==> config.mk <==
export PLATFORM = sky130hd
export DESIGN_NAME = vehicle_link_mode_supervisor
export DESIGN_NICKNAME = d
export VERILOG_FILES = /design/src/rtl/vlms_pkg.sv /design/src/rtl/vehicle_link_mode_supervisor.sv
export VERILOG_INCLUDE_DIRS = /design/src /design/src/rtl
export SDC_FILE = /design/constraint.sdc
export NUM_CORES = 1
export LEC_CHECK = 0
export BUFFER_PORTS_ARGS = -buffer_cell sky130_fd_sc_hd__clkbuf_2
export CORE_MARGIN = 1.5
export CORE_UTILIZATION = 61
export DETAILED_ROUTE_END_ITERATION = 8
export PLACE_DENSITY = 0.79
export SLEW_MARGIN = 20
export SYNTH_ARGS = -nofsm -noshare
export SYNTH_HDL_FRONTEND = slang
export SYNTH_SLANG_ARGS = --single-unit
==> constraint.sdc <==
create_clock -name clock -period 4.2 [get_ports clock]
set_input_delay 0.21 -clock clock [delete_from_list [all_inputs] [get_ports clock]]
set_output_delay 0.21 -clock clock [all_outputs]
set_load 0.1 [all_outputs]
==> src/rtl/vehicle_link_mode_supervisor_defines.svh <==
// ----------------------------------------------------------------------------
// Vehicle link mode supervisor assertion macros
// Concurrent assertion wrappers, compiled out when SYNTHESIS is defined.
// ----------------------------------------------------------------------------
`ifndef VEHICLE_LINK_MODE_SUPERVISOR_DEFINES_SVH
`define VEHICLE_LINK_MODE_SUPERVISOR_DEFINES_SVH

`ifndef SYNTHESIS
// Clocked assertion, disabled while reset is high.
`define VLMS_ASSERT(label, clk, rst, prop) \
   label: assert property (@(posedge clk) disable iff (rst) prop) \
      else $error("vlms assertion failed");
// Clocked assertion that also holds during reset.
`define VLMS_ASSERT_ALWAYS(label, clk, prop) \
   label: assert property (@(posedge clk) prop) \
      else $error("vlms assertion failed");
`else
`define VLMS_ASSERT(label, clk, rst, prop)
`define VLMS_ASSERT_ALWAYS(label, clk, prop)
`endif

`endif

==> src/rtl/vlms_pkg.sv <==
// ----------------------------------------------------------------------------
// Vehicle link mode supervisor package
// Mode, transaction kind and register codes plus the mode transition function.
// ----------------------------------------------------------------------------
package vlms_pkg;

   localparam int AGE_BITS     = 16;
   localparam int TIMEOUT_BITS = 16;
   localparam int BATTERY_BITS = 7;
   localparam int MODE_BITS    = 3;
   localparam int KIND_BITS    = 2;
   localparam int CSR_IDX_BITS = 2;
   localparam int CSR_DAT_BITS = 16;
   localparam int CMP_BITS     = (AGE_BITS > TIMEOUT_BITS) ? AGE_BITS : TIMEOUT_BITS;

   localparam logic [AGE_BITS-1:0] AGE_MAX = {AGE_BITS{1'b1}};

   localparam logic [BATTERY_BITS-1:0] BATTERY_MIN_RST      = BATTERY_BITS'(20);
   localparam logic [TIMEOUT_BITS-1:0] LINK_TIMEOUT_RST     = TIMEOUT_BITS'(1500);
   localparam logic [TIMEOUT_BITS-1:0] ODOM_STALE_LIMIT_RST = TIMEOUT_BITS'(1500);

   typedef enum logic [MODE_BITS-1:0] {
      MODE_UNKNOWN     = 3'd0,
      MODE_READY       = 3'd1,
      MODE_FLIGHT      = 3'd2,
      MODE_READY_ODOM  = 3'd3,
      MODE_FLIGHT_ODOM = 3'd4,
      MODE_LOW_BATTERY = 3'd5
   } mode_type;

   typedef enum logic [KIND_BITS-1:0] {
      KIND_STATUS = 2'd0,
      KIND_ODOM   = 2'd1,
      KIND_TICK   = 2'd2,
      KIND_ACTION = 2'd3
   } kind_type;

   typedef enum logic {
      ACTION_TAKEOFF = 1'b0,
      ACTION_LAND    = 1'b1
   } action_type;

   typedef enum logic [2:0] {
      EV_CONNECTED    = 3'd0,
      EV_DISCONNECTED = 3'd1,
      EV_ODOM_STARTED = 3'd2,
      EV_ODOM_STOPPED = 3'd3,
      EV_LOW_BATTERY  = 3'd4
   } event_type;

   typedef enum logic [CSR_IDX_BITS-1:0] {
      CSR_BATTERY_MIN      = 2'd0,
      CSR_LINK_TIMEOUT     = 2'd1,
      CSR_ODOM_STALE_LIMIT = 2'd2
   } csr_index_type;

   // Next mode after one supervisory event; disallowed events leave the mode.
   function automatic mode_type apply_event(mode_type m, event_type ev);
      mode_type n;
      n = m;
      unique case (m)
         MODE_UNKNOWN: begin
            if (ev == EV_CONNECTED) n = MODE_READY;
         end
         MODE_READY, MODE_FLIGHT: begin
            if (ev == EV_DISCONNECTED) n = MODE_UNKNOWN;
            else if (ev == EV_ODOM_STARTED)
               n = (m == MODE_READY) ? MODE_READY_ODOM : MODE_FLIGHT_ODOM;
            else if (ev == EV_LOW_BATTERY) n = MODE_LOW_BATTERY;
         end
         MODE_READY_ODOM, MODE_FLIGHT_ODOM: begin
            if (ev == EV_DISCONNECTED) n = MODE_UNKNOWN;
            else if (ev == EV_ODOM_STOPPED)
               n = (m == MODE_READY_ODOM) ? MODE_READY : MODE_FLIGHT;
            else if (ev == EV_LOW_BATTERY) n = MODE_LOW_BATTERY;
         end
         MODE_LOW_BATTERY: begin
            if (ev == EV_DISCONNECTED) n = MODE_UNKNOWN;
         end
         default: n = m;
      endcase
      return n;
   endfunction

   // Next mode after a completed takeoff or land.
   function automatic mode_type apply_action(mode_type m, action_type act);
      mode_type n;
      n = m;
      if (act == ACTION_TAKEOFF) begin
         if (m == MODE_READY) n = MODE_FLIGHT;
         else if (m == MODE_READY_ODOM) n = MODE_FLIGHT_ODOM;
      end else begin
         if (m == MODE_FLIGHT) n = MODE_READY;
         else if (m == MODE_FLIGHT_ODOM) n = MODE_READY_ODOM;
      end
      return n;
   endfunction

endpackage

==> src/rtl/vehicle_link_mode_supervisor.sv <==
// ----------------------------------------------------------------------------
// Vehicle link mode supervisor
// Six-mode supervisory machine driven by status, odometry, tick and action
// transactions, with saturating link and odometry watchdogs.
// ----------------------------------------------------------------------------
//
//   channel | direction | handshake              | payload
//   --------+-----------+------------------------+-----------------------------
//   req     | in        | req_valid / req_ready  | kind, battery, action
//   rsp     | out       | rsp_valid / rsp_ready  | mode, mode_changed,
//           |           |                        | link_live, odom_live
//   csr     | in        | csr_valid / csr_ready  | csr_index, csr_data
//
// Each request transaction updates the mode, age and seen registers at the
// accepting edge and loads the response into the output register at that same
// edge. One transaction per cycle is sustained while rsp_ready stays high; the
// single response register sets that figure, and req_ready drops only while
// that register holds an unconsumed response. Synchronous reset restores the
// register defaults, mode unknown and both watchdogs idle. csr_ready is
// always high.
//
module vehicle_link_mode_supervisor
   import vlms_pkg::*;
(
   input  logic                    clock,
   input  logic                    reset,

   input  logic                    req_valid,
   output logic                    req_ready,
   input  logic [KIND_BITS-1:0]    req_kind,
   input  logic [BATTERY_BITS-1:0] req_battery,
   input  logic                    req_action,

   output logic                    rsp_valid,
   input  logic                    rsp_ready,
   output logic [MODE_BITS-1:0]    rsp_mode,
   output logic                    rsp_mode_changed,
   output logic                    rsp_link_live,
   output logic                    rsp_odom_live,

   input  logic                    csr_valid,
   output logic                    csr_ready,
   input  logic [CSR_IDX_BITS-1:0] csr_index,
   input  logic [CSR_DAT_BITS-1:0] csr_data
);

`include "vehicle_link_mode_supervisor_defines.svh"

   // Configuration registers
   logic [BATTERY_BITS-1:0] battery_min_ff,      battery_min_in;
   logic [TIMEOUT_BITS-1:0] link_timeout_ff,     link_timeout_in;
   logic [TIMEOUT_BITS-1:0] odom_stale_limit_ff, odom_stale_limit_in;

   // Supervisor state
   mode_type              current_mode_ff, current_mode_in;
   logic [AGE_BITS-1:0]   link_age_ff, link_age_in;
   logic [AGE_BITS-1:0]   odom_age_ff, odom_age_in;
   logic                  link_seen_ff, link_seen_in;
   logic                  odom_seen_ff, odom_seen_in;

   // Response register
   logic                  rsp_valid_ff, rsp_valid_in;
   logic [MODE_BITS-1:0]  rsp_mode_ff, rsp_mode_in;
   logic                  rsp_changed_ff, rsp_changed_in;
   logic                  rsp_link_ff, rsp_link_in;
   logic                  rsp_odom_ff, rsp_odom_in;

   logic                  req_fire;
   logic                  csr_fire;

   // Step values
   mode_type              mode_step;
   logic [AGE_BITS-1:0]   link_age_step, odom_age_step;
   logic                  link_seen_step, odom_seen_step;
   mode_type              mode_conn;
   logic [AGE_BITS-1:0]   link_age_inc, odom_age_inc;
   logic                  link_expired, odom_expired;
   mode_type              mode_tick;

   // Accept a new request whenever the response slot is empty or draining.
   assign req_ready = !rsp_valid_ff || rsp_ready;
   assign req_fire  = req_valid && req_ready;
   assign csr_ready = 1'b1;
   assign csr_fire  = csr_valid && csr_ready;

   // ---------------------------------------------------------------------
   // Configuration writes; an unknown index is dropped.
   // ---------------------------------------------------------------------
   always_comb begin
      battery_min_in      = battery_min_ff;
      link_timeout_in     = link_timeout_ff;
      odom_stale_limit_in = odom_stale_limit_ff;
      if (csr_fire) begin
         unique case (csr_index)
            CSR_BATTERY_MIN:      battery_min_in      = csr_data[BATTERY_BITS-1:0];
            CSR_LINK_TIMEOUT:     link_timeout_in     = csr_data[TIMEOUT_BITS-1:0];
            CSR_ODOM_STALE_LIMIT: odom_stale_limit_in = csr_data[TIMEOUT_BITS-1:0];
            default: ;
         endcase
      end
   end

   // ---------------------------------------------------------------------
   // Watchdog aging for a tick: advance only seen ages, saturating at max.
   // The odometry check is skipped when the link expires on the same tick.
   // ---------------------------------------------------------------------
   assign link_age_inc = (link_seen_ff && link_age_ff != AGE_MAX) ?
                         AGE_BITS'(link_age_ff + 1'b1) : link_age_ff;
   assign odom_age_inc = (odom_seen_ff && odom_age_ff != AGE_MAX) ?
                         AGE_BITS'(odom_age_ff + 1'b1) : odom_age_ff;
   assign link_expired = link_seen_ff &&
                         (CMP_BITS'(link_age_inc) > CMP_BITS'(link_timeout_ff));
   assign odom_expired = odom_seen_ff && !link_expired &&
                         (CMP_BITS'(odom_age_inc) > CMP_BITS'(odom_stale_limit_ff));

   always_comb begin
      mode_tick = current_mode_ff;
      if (link_expired) mode_tick = apply_event(current_mode_ff, EV_DISCONNECTED);
      else if (odom_expired) mode_tick = apply_event(current_mode_ff, EV_ODOM_STOPPED);
   end

   // Connected event for a status report arriving on a dead link.
   assign mode_conn = link_seen_ff ? current_mode_ff
                                   : apply_event(current_mode_ff, EV_CONNECTED);

   // ---------------------------------------------------------------------
   // One request transaction: next state from the current state.
   // ---------------------------------------------------------------------
   always_comb begin
      mode_step      = current_mode_ff;
      link_age_step  = link_age_ff;
      odom_age_step  = odom_age_ff;
      link_seen_step = link_seen_ff;
      odom_seen_step = odom_seen_ff;
      unique case (kind_type'(req_kind))
         KIND_STATUS: begin
            mode_step = mode_conn;
            if (req_battery < battery_min_ff && mode_conn != MODE_LOW_BATTERY)
               mode_step = apply_event(mode_conn, EV_LOW_BATTERY);
            link_seen_step = 1'b1;
            link_age_step  = '0;
         end
         KIND_ODOM: begin
            // Drop odometry while the link is down.
            if (link_seen_ff) begin
               if (!odom_seen_ff)
                  mode_step = apply_event(current_mode_ff, EV_ODOM_STARTED);
               odom_seen_step = 1'b1;
               odom_age_step  = '0;
            end
         end
         KIND_TICK: begin
            mode_step     = mode_tick;
            link_age_step = link_age_inc;
            odom_age_step = odom_age_inc;
            if (link_expired) begin
               link_seen_step = 1'b0;
               odom_seen_step = 1'b0;
               link_age_step  = '0;
               odom_age_step  = '0;
            end else if (odom_expired) begin
               odom_seen_step = 1'b0;
               odom_age_step  = '0;
            end
         end
         KIND_ACTION: begin
            mode_step = apply_action(current_mode_ff, action_type'(req_action));
         end
         default: ;
      endcase
   end

   // Commit state and load the response on an accepted request.
   always_comb begin
      current_mode_in = current_mode_ff;
      link_age_in     = link_age_ff;
      odom_age_in     = odom_age_ff;
      link_seen_in    = link_seen_ff;
      odom_seen_in    = odom_seen_ff;
      rsp_mode_in     = rsp_mode_ff;
      rsp_changed_in  = rsp_changed_ff;
      rsp_link_in     = rsp_link_ff;
      rsp_odom_in     = rsp_odom_ff;
      rsp_valid_in    = rsp_valid_ff && !rsp_ready;
      if (req_fire) begin
         current_mode_in = mode_step;
         link_age_in     = link_age_step;
         odom_age_in     = odom_age_step;
         link_seen_in    = link_seen_step;
         odom_seen_in    = odom_seen_step;
         rsp_mode_in     = mode_step;
         rsp_changed_in  = (mode_step != current_mode_ff);
         rsp_link_in     = link_seen_step;
         rsp_odom_in     = odom_seen_step;
         rsp_valid_in    = 1'b1;
      end
   end

   // Control and state registers
   always_ff @(posedge clock) begin
      if (reset) begin
         battery_min_ff      <= BATTERY_MIN_RST;
         link_timeout_ff     <= LINK_TIMEOUT_RST;
         odom_stale_limit_ff <= ODOM_STALE_LIMIT_RST;
         current_mode_ff     <= MODE_UNKNOWN;
         link_age_ff         <= '0;
         odom_age_ff         <= '0;
         link_seen_ff        <= 1'b0;
         odom_seen_ff        <= 1'b0;
         rsp_valid_ff        <= 1'b0;
      end else begin
         battery_min_ff      <= battery_min_in;
         link_timeout_ff     <= link_timeout_in;
         odom_stale_limit_ff <= odom_stale_limit_in;
         current_mode_ff     <= current_mode_in;
         link_age_ff         <= link_age_in;
         odom_age_ff         <= odom_age_in;
         link_seen_ff        <= link_seen_in;
         odom_seen_ff        <= odom_seen_in;
         rsp_valid_ff        <= rsp_valid_in;
      end
   end

   // Response payload, no reset needed
   always_ff @(posedge clock) begin
      rsp_mode_ff    <= rsp_mode_in;
      rsp_changed_ff <= rsp_changed_in;
      rsp_link_ff    <= rsp_link_in;
      rsp_odom_ff    <= rsp_odom_in;
   end

   assign rsp_valid        = rsp_valid_ff;
   assign rsp_mode         = rsp_mode_ff;
   assign rsp_mode_changed = rsp_changed_ff;
   assign rsp_link_live    = rsp_link_ff;
   assign rsp_odom_live    = rsp_odom_ff;

   // ---------------------------------------------------------------------
   // Assertions
   // ---------------------------------------------------------------------
   // A live link always has left the unknown mode.
   `VLMS_ASSERT(a_link_not_unknown, clock, reset, link_seen_ff |-> current_mode_ff != MODE_UNKNOWN)
   // Odometry modes only exist while odometry is being tracked.
   `VLMS_ASSERT(a_odom_mode_seen, clock, reset, (current_mode_ff == MODE_READY_ODOM || current_mode_ff == MODE_FLIGHT_ODOM) |-> odom_seen_ff)
   // A held response blocks the request side.
   `VLMS_ASSERT(a_stall_blocks, clock, reset, (rsp_valid_ff && !rsp_ready) |-> !req_ready)
   // The change flag matches the mode before and after the transaction.
   `VLMS_ASSERT(a_changed_flag, clock, reset, req_fire |=> rsp_changed_ff == (rsp_mode_ff != $past(current_mode_ff)))

endmodule
==> results of run 1 <==
## kinds of logic (layout without fill, tap and decap cells)
group	count (synthesis)	after routing	synth area share [%]
muxes	4	4	0.781
DFF	83	83	32.6
xor gates and xnor gates	29	29	4.80
other	1	1	0.0709
buffers and inverters	85	116	6.74
AOI/OAI and AO/OA	161	161	21.2
adders and majority gates	44	44	10.4
and+or+nand+nor	255	255	23.5
## flip-flops by register name, summed over array words and instances, names as in the netlist, 3 cells and up
register and cells:
odom_stale_limit_ff 16, rsp_mode 3, battery_min_ff 7, odom_age_ff 16
link_age_ff 16, link_timeout_ff 16, current_mode_ff 3
## routing by layer
metal	wire length, um	global-route usage (%)	vias up
li1	-	-	2429
met1	6120	43.1	2351
met2	5820	47.3	187
met3	859	3.40	23
met4	281	10.8	0
met5	0	0	-
## power groups by stage
stage / clock (uW) / combinational (uW) / sequential [uW]
detailed placement: 0 / 235 / 850
global placement: 0 / 230 / 849
CTS: 620 / 236 / 832
floorplan: 0 / 139 / 883
global route: 650 / 261 / 835
finish: 611 / 238 / 832
## per-stage QoR
stage / instance area [um2] / total power [uW]
finish: 5750 / 1680
CTS: 5730 / 1690
detailed placement: 5520 / 1080
global route: 5750 / 1750
floorplan: 5290 / 1020
global placement: 5520 / 1080
## final timing paths
check | to | from | slack [ps]
hold / removal | odom_stale_limit_ff[15] | csr_data[15] | 70
hold reg to reg | odom_stale_limit_ff[15] | odom_stale_limit_ff[15] | 460
setup reg to reg | link_age_ff[4] | link_age_ff[4] | 230
setup / recovery | link_age_ff[4] | link_age_ff[4] | 230
## placed cells by master (no fill, tap or decap), drive strengths merged, types with 4 or more instances in the layout
cell type    n
nand2      102
nand3       24
xor2        11
and4         4
ha          44
inv         52
edfxtp       6
dfxtp       77
buf         10
a211o        9
nand2b       4
a31oi       14
a22oi        4
clkbuf      49
a21oi       59
a41oi        4
and3         5
nand3b      10
nand4       24
nor2        51
nor3        12
o21a         5
a32o        10
xnor2       18
a311oi      14
o21ai       17
a211oi       5
## worst max-delay path: cells and delay by family, from the launching register on
family	cells	cell delay, ps
compound gates	5	1270
buf+inv	1	230
fa+ha+maj	1	300
mux	1	370
simple gates	6	1190
flops	1	440
## area by class of cell
cell class	count	area, um2
fillers	706	2550
flip-flops and latches	83	1720
well taps	105	131
multi-input cells	494	3230
repair buffers	50	275
clock buffers	9	124
clock inverters	7	83.8
inverters	50	188
## repair_timing
| item | 4_1_cts | 5_1_grt |
|---|---|---|
| gates resized for setup | 0 | 3 |
| buffers inserted | 0 | 1 |
| hold buffers | 0 | 0 |
| setup endpoints to repair | 0 | 18 |
==> summary.txt, run 1 <==
Setup path
  • Setup crit end kind: flip-flop
  • CP Cell Sequence: nand4_1 > nor3_4 > nand4_1 > nand2_1 > mux2_2 > ha_1 > nor2b_1 > o211ai_1 > a2111o_1 > a311oi_4 > nor3_4 > buf_4 > a41oi_1 > a311oi_1
  • Crit path kind: reg -> reg
  • CP Max Fanout: 28
  • WP data arrival: 4170 ps
  • Critical Path Source Type: flip-flop
  • Crit-path max cell delay: 440 ps
  • R2R depth: 14
  • CP required: 4400 ps
  • Highest-delay cell along the critical path: dfxtp_1

Min path
  • Hold Path Depth: 3
  • Worst Hold Class: in -> reg

Synthesis
  • Top-area cell type share of the netlist area: 29.1%
  • Syn nets: 739
  • Yosys cell types: 65
  • Cells after Synth: 662
  • Ys async rst share: 0%
  • Area leader, netlist: dfxtp_1
  • Syn avg cell area: 7.99 um2
  • Largest cells by area after synthesis: dfxtp_1, ha_1, nand2_1, a21oi_1, nor2_1
  • Top_reg_cell synth: dfxtp_1
  • Flip-flop and latch count after synthesis: 83
  • Top-count cell post-synth: nand2_1
  • Sequential share of the synthesized area: 32.6%
  • Synthesis Warnings: 0
  • Post-synth top cells: nand2_1, dfxtp_1, a21oi_1
  • Cell area after synthesis: 0.00529 mm2
  • Post-synth EDFFs: 6

STA
  • Worst Skew: 14.3 ps
  • Setup ws final: 232 ps
  • Crit share post-route: 94.5%
  • FMAX: 252 MHz
  • Tmin final: 3970 ps
  • Worst slew margin: 32.8%
  • Hold WS: 73.7 ps
  • Final TNS setup: 0 ps
  • Setup violators final: 0
  • Worst Tran Pin Value: 1000 ps
  • Final Max Slew Viols: 0
  • Fin. Hold Viols: 0

Routing
  • Antenna-violating nets left: 0
  • Vias per cell: 6.25
  • DRC viols: 0
  • Detailed Route WL: 13.1 mm
  • Drt initial violations: 307
  • Wire per inst: 16.4 um
  • Drt first pass iters: 5
  • Vias: 4990

Power and ir drop
  • Power per Cell Area: 292 mW/mm2
  • Max VDD drop: 0.000199 V
  • Switching Power: 507 uW
  • Seq pwr share: 49.5%
  • Clk network pwr share: 36.3%
  • Sw frac: 30.2%
  • P_leak: 0.00236 uW
  • Combinational power share: 14.2%
  • Int Power: 1170 uW

Global routing
  • GRT Total Usage: 30.3%
  • Largest net degree at the start of global routing: 63
  • Number of global-route vias before repair: 4558
  • Initial antenna violation count: 0
  • First-pass GRT wire length: 21.6 mm
  • Grt total ovfl: 0

Die
  • I/O pin cnt: 42
  • Die Wd: 96.1 um
  • Initial Util: 63.7%
  • Core area: 0.00830 mm2
  • FP Rows: 33
  • Die Height: 96.1 um
  • Die ar.: 0.00924 mm2

Finish
  • Diode count: 0
  • Final #Nets: 765
  • Finished Layout Cells: 798
  • Fraction of layout cells with a size suffix above 1: 11.8%
  • Fin util: 69.3%
  • Area delta synth->final: 8.78%

Placement
  • Port bufs: 40
  • GPL Wtd Cong: 0.937
  • Inst Count DP: 781
  • Placed wire-length estimate: 9.66 mm
  • Pre-CTS WS: 267 ps

Status
  • Status: complete, no violations

Clocking
  • Clock Pin Slew Worst Setup and Hold Paths: 90 ps
  • CTS tree: built
  • Clock insertion delay at the later pin of the skew report: 360 ps
  • CTS Buffer Depth: 2
  • CTS root buf: clkbuf_8
  • CTS Buf Count: 9
  • H-tree depth: 3
  • Clk sinks: 83

Flow run
  • Max_cap viols: 0
No activity file was read; power rests on OpenSTA's default activity.
==> run 2: changes to the inputs <==
- ABC_AREA: default -> 1
- CORE_UTILIZATION: 61 -> 60
- PLACE_DENSITY: 0.79 -> 0.78
==> run 2 against run 1 <==
Net effect:
- clock-buffer cell count up 3
- design area down 3.7%
- worst hold slack better by 8.0 ps
==> summary.txt, run 2 <==
Synthesis
  • Synthesis Warnings: 0
  • Cell area after synthesis: 0.00503 mm2
  • Yosys cell types: 40
  • Syn nets: 776
  • Top-area cell type share of the netlist area: 30.6%
  • Ys async rst share: 0%
  • Top-count cell post-synth: nand2_1
  • Post-synth EDFFs: 6
  • Syn avg cell area: 7.20 um2
  • Cells after Synth: 699
  • Sequential share of the synthesized area: 34.2%
  • Largest cells by area after synthesis: dfxtp_1, nand2_1, ha_1, inv_1, a21oi_1
  • Area leader, netlist: dfxtp_1
  • Post-synth top cells: nand2_1, inv_1, a21oi_1, dfxtp_1, ha_1
  • Top_reg_cell synth: dfxtp_1
  • Flip-flop and latch count after synthesis: 83

Global routing
  • GRT Total Usage: 28.6%
  • Largest net degree at the start of global routing: 44
  • Initial antenna violation count: 0
  • Number of global-route vias before repair: 4469
  • Grt total ovfl: 0
  • First-pass GRT wire length: 20.0 mm

Die
  • FP Rows: 33
  • I/O pin cnt: 42
  • Die Wd: 94.6 um
  • Initial Util: 61.6%
  • Die Height: 94.6 um
  • Die ar.: 0.00895 mm2
  • Core area: 0.00818 mm2

Setup path
  • R2r setup slk: 470 ps
  • Crit path kind: reg -> reg
  • Setup crit end kind: flip-flop
  • Reg-to-reg startpoint: link_age_ff[0]
  • CP Max Fanout: 7
  • Critical Path Source Type: flip-flop
  • WP data arrival: 3860 ps
  • R2r endpoint: rsp_mode_changed
  • CP required: 4330 ps
  • R2R depth: 25

Status
  • Status: complete, no violations

Routing
  • Wire per inst: 13.7 um
  • Antenna-violating nets left: 0
  • Metal-1 WL: 5.03 mm
  • Drt initial violations: 283
  • Detailed Route WL: 11.5 mm
  • Vias: 4518
  • DR WL met3: 488 um
  • Top Metal Used: met4
  • Metal2 WL: 5.59 mm
  • Vias per cell: 5.38
  • Drt first pass iters: 5
  • DRC viols: 0

STA
  • Tmin final: 3730 ps
  • Final Max Slew Viols: 0
  • RSZ-0062 raised after global routing: no
  • Worst Skew: 11.0 ps
  • Hold WS: 81.7 ps
  • FMAX: 268 MHz
  • Crit share post-route: 88.9%
  • Final TNS setup: 0 ps
  • Worst slew margin: 27.9%
  • Setup violators final: 0
  • Fin. Hold Viols: 0
  • Worst Tran Pin Value: 1070 ps

Clocking
  • Post-CTS setup buffer count: 0
  • Clk sinks: 83
  • CTS Buf Count: 9
  • CTS Buffer Depth: 2
  • CTS tree: built
  • CTS root buf: clkbuf_8
  • Post-CTS Resized: 0
  • Hold buffer count at cts: 0
  • Clock Pin Slew Worst Setup and Hold Paths: 90 ps
  • H-tree depth: 3
  • Clock insertion delay at the later pin of the skew report: 370 ps

Power and ir drop
  • Power per Cell Area: 329 mW/mm2
  • P_leak: 0.00261 uW
  • Max VDD drop: 0.000199 V
  • Power Total: 1820 uW

Placement
  • Placement Cell Area: 0.00528 mm2
  • Placed wire-length estimate: 8.56 mm
  • GPL Wtd Cong: 0.936
  • Port bufs: 40

Finish
  • Fraction of layout cells with a size suffix above 1: 11.3%
  • Area delta synth->final: 10.1%
  • Most common cell after layout, fill and taps aside: nand2_1
  • Post-layout instance area: 0.00554 mm2
  • Diode count: 0
  • Final #Nets: 807
  • Most frequent cells in the layout: nand2_1, inv_1, a21oi_1, dfxtp_1, ha_1
  • Layout fillers: 691
  • Fin util: 67.8%

Min path
  • Hold endpoint: rsp_valid
  • Hold Path Depth: 3
  • Worst Hold Class: in -> reg
  • Hold_sp: req_valid

Flow run
  • Max_cap viols: 0
## run 2: cell count changes after synthesis, moves of 11 or more
cell	change
o211ai_1	+17
inv_1	+61
a31oi_1	-13
a21oi_1	+18
o21ai_0	+18
nor2_1	-12
nand2_1	+57
clkbuf_1	-11
a311oi_1	-13
## run 2: cell families (layout without fill, tap and decap cells)
logic type      after synthesis  in the layout  synth area share, %
compound gates              141            141                 15.8
xor+xnor                     29             29                 5.34
fa+ha+maj                    44             44                 10.9
buf+inv                     135            171                 10.4
flops                        83             83                 34.2
other cells                   1              1               0.0745
simple gates                266            266                 23.3
## run 2: power by group
| group | switching [uW] | internal (uW) |
|---|---|---|
| sequential | 16.7 | 827 |
| clock | 306 | 424 |
| combinational | 183 | 66.9 |
## run 2: metal layers
layer	track usage (%)	vias to the layer above
li1	-	2325
met1	34.8	2052
met3	5.64	39
met4	12.7	0
met2	48.9	102
met5	0	-
## run 2: final cells by class
cell class	count	area, um2	area share (%)
well taps	105	131	2.37
clock inverters	4	76.3	1.38
clock buffers	12	188	3.39
flip-flops and latches	83	1720	31.1
repair buffers	41	208	3.75
multi-input cells	481	2790	50.3
inverters	114	428	7.72
## run 2: worst max-delay path: stages, from the launching register on
cell	delay, ps
dfxtp_1	350
ha_1	210
nand3_1	130
nor2_2	70
a31oi_4	260
inv_2	90
nor2_1	230
nand2_1	110
xor2_1	150
inv_1	80
ha_1	270
nand2_1	60
nor2_1	230
nand2_1	120
nand2_1	130
nand2_1	60
nand2_1	110
nand3_2	180
nand3_2	160
nand2_1	80
nand2_1	70
nand2_1	50
nand2_1	70
nor2_1	40
nor2_1	90
nand3_1	80
## run 2: how the worst max path moves through the flow
stage	slack, ps	depth (start not counted)	to	start
2_1_floorplan	1030	8	link_age_ff[15]	rsp_valid
3_3_place_gp	760	27	rsp_mode_changed	odom_age_ff[0]
3_5_place_dp	670	25	rsp_mode_changed	link_age_ff[0]
4_1_cts	530	25	rsp_mode_changed	link_age_ff[0]
5_1_grt	20	23	rsp_mode_changed	link_seen_ff
6_report	470	25	rsp_mode_changed	link_age_ff[0]
## run 2: metrics by stage
step	setup slack (ps)	instances
6_report	465	840
3_3_place_gp	760	824
3_5_place_dp	667	824
4_1_cts	535	840
2_1_floorplan	1030	699
5_1_grt	20.3	840
==> run 3: changes to the inputs <==
- PLACE_DENSITY: 0.78 -> 0.8
==> run 3 against run 2 <==
Net effect:
- clock-buffer cell count shrank 1
- sequential cell count is the same
- power fell by 12%
- sequential power is essentially flat
- worst hold slack worse by 0.90 ps
- global-route usage decreased by 1.6 points
- critical path type unchanged
==> summary.txt, run 3 (same netlist as run 2, synthesis figures left out) <==
Status
  • Status: complete, no violations

STA
  • Final TNS setup: 0 ps
  • FMAX: 280 MHz
  • Worst Tran Pin Value: 1130 ps
  • Fin. Hold Viols: 0
  • Final Max Slew Viols: 0
  • Crit share post-route: 85.1%
  • Tmin final: 3580 ps
  • Worst slew margin: 24.0%
  • Setup violators final: 0
  • Worst Skew: 11.8 ps
  • RSZ-0062 raised after global routing: no

Global routing
  • Number of global-route vias before repair: 4188
  • First-pass GRT wire length: 18.9 mm
  • GRT Total Usage: 27.0%
  • Initial antenna violation count: 0
  • Grt total ovfl: 0
  • Largest net degree at the start of global routing: 44

Clocking
  • Clock insertion delay at the later pin of the skew report: 360 ps
  • CTS root buf: clkbuf_8
  • CTS Buffer Depth: 2
  • Hold buffer count at cts: 0
  • Clock Pin Slew Worst Setup and Hold Paths: 90 ps
  • CTS tree: built
  • H-tree depth: 3
  • Post-CTS setup buffer count: 0
  • Post-CTS Resized: 0
  • CTS Buf Count: 9
  • Clk sinks: 83

Placement
  • GPL Wtd Cong: 0.936
  • Placed wire-length estimate: 8.57 mm
  • Port bufs: 40
  • Inst Count DP: 824
  • Placement Cell Area: 0.00528 mm2

Routing
  • Wire per inst: 13.4 um
  • Detailed Route WL: 11.3 mm
  • Drt first pass iters: 5
  • Drt initial violations: 228
  • Vias: 4574
  • Vias per cell: 5.45
  • DRC viols: 0
  • Antenna-violating nets left: 0

Power and ir drop
  • P_leak: 0.00255 uW
  • Power Total: 1610 uW
  • Sw frac: 30.3%
  • Switching Power: 488 uW
  • Seq pwr share: 52.4%
  • Clk network pwr share: 32.1%
  • Max VDD drop: 0.000155 V
  • Combinational power share: 15.5%
  • Power per Cell Area: 295 mW/mm2
  • Int Power: 1120 uW

Finish
  • Finished Layout Cells: 839
  • Fin util: 66.6%
  • Most frequent cells in the layout: nand2_1, inv_1, a21oi_1, dfxtp_1, ha_1
  • Fraction of layout cells with a size suffix above 1: 11.0%
  • Layout fillers: 718
  • Total area of sequential cells: 0.00172 mm2
  • Diode count: 0
  • Final #Nets: 807
  • Most common cell after layout, fill and taps aside: nand2_1
  • Area delta synth->final: 8.23%
  • Multi-input logic area: 0.00279 mm2
  • Post-layout instance area: 0.00545 mm2

Die
  • I/O pin cnt: 42
  • Die Wd: 94.6 um
  • Die Height: 94.6 um
  • Initial Util: 61.6%
  • Core area: 0.00818 mm2
  • FP Rows: 33
  • Die ar.: 0.00895 mm2

Setup path
  • R2r endpoint: rsp_mode_changed
  • WP data arrival: 3680 ps
  • CP required: 4300 ps
  • Crit path kind: reg -> reg
  • Critical Path Source Type: flip-flop
  • CP Max Fanout: 7
  • Critical path endpoint: rsp_mode_changed
  • R2R depth: 25
  • R2r setup slk: 620 ps
  • Reg-to-reg startpoint: link_age_ff[0]
  • Setup crit end kind: flip-flop
  • Beginning of the critical path: link_age_ff[0]

Min path
  • Worst Hold Class: in -> reg

Flow run
  • Max_cap viols: 0
## run 3: per-layer routing
| metal | wire, um | vias to the layer above | part of all wire [%] | GRT usage (%) |
|---|---|---|---|---|
| met1 | 5060 | 2118 | 45 | 33.9 |
| met5 | 0 | - | 0 | 0 |
| met3 | 535 | 26 | 4.7 | 6.04 |
| met4 | 250 | 0 | 2.2 | 10.4 |
| li1 | - | 2327 | - | - |
| met2 | 5430 | 103 | 48 | 45.0 |
## run 3: final cells by class
class                      count  area share (%)
clock buffer                  11            2.60
tap                          105            2.41
clock inverter                 4           0.505
sequential                    83            31.6
timing repair buffer          41            3.81
multi-input combinational    481            51.2
inverter                     114            7.85
## run 3: critical path, stage by stage (launching register included)
cell and delay [ps]:
dfxtp_1 350, ha_1 220, nand3_1 140, nor2_2 70, a31oi_4 270, inv_2 90, nor2_1 220, nand2_1 110
xor2_1 140, inv_1 70, ha_1 280, nand2_1 60, nor2_1 210, nand2_1 80, nand2_1 100, nand2_1 60
nand2_1 110, nand3_2 160, nand3_2 140, nand2_1 60, nand3_1 70, nand2_1 70, nand2_1 100, nand2_1 60
nand2_1 50, nand3_1 60
## run 3: how the worst min path moves through the flow
stage,start,to,cells past startpoint
after floorplan,csr_data[2],battery_min_ff[2],2
after global placement,battery_min_ff[0],battery_min_ff[0],2
after detailed placement,csr_data[8],odom_stale_limit_ff[8],3
after CTS,req_valid,rsp_valid,3
after global routing,req_valid,rsp_valid,3
final,req_valid,rsp_valid,3
## run 3: power groups by stage
stage / Combinational (uW) / Sequential (uW) / Clock, uW
floorplan: 143 / 901 / 0
global placement: 238 / 861 / 0
detailed placement: 245 / 862 / 0
CTS: 247 / 843 / 524
global route: 274 / 847 / 559
finish: 249 / 843 / 517
## run 3: metrics by stage
stage | hold slack, ps | setup WS (ps)
4_1_cts | 81.4 | 638
5_1_grt | 82.7 | 250
3_5_place_dp | 452 | 653
6_report | 80.8 | 624
2_1_floorplan | 340 | 1030
3_3_place_gp | 447 | 726
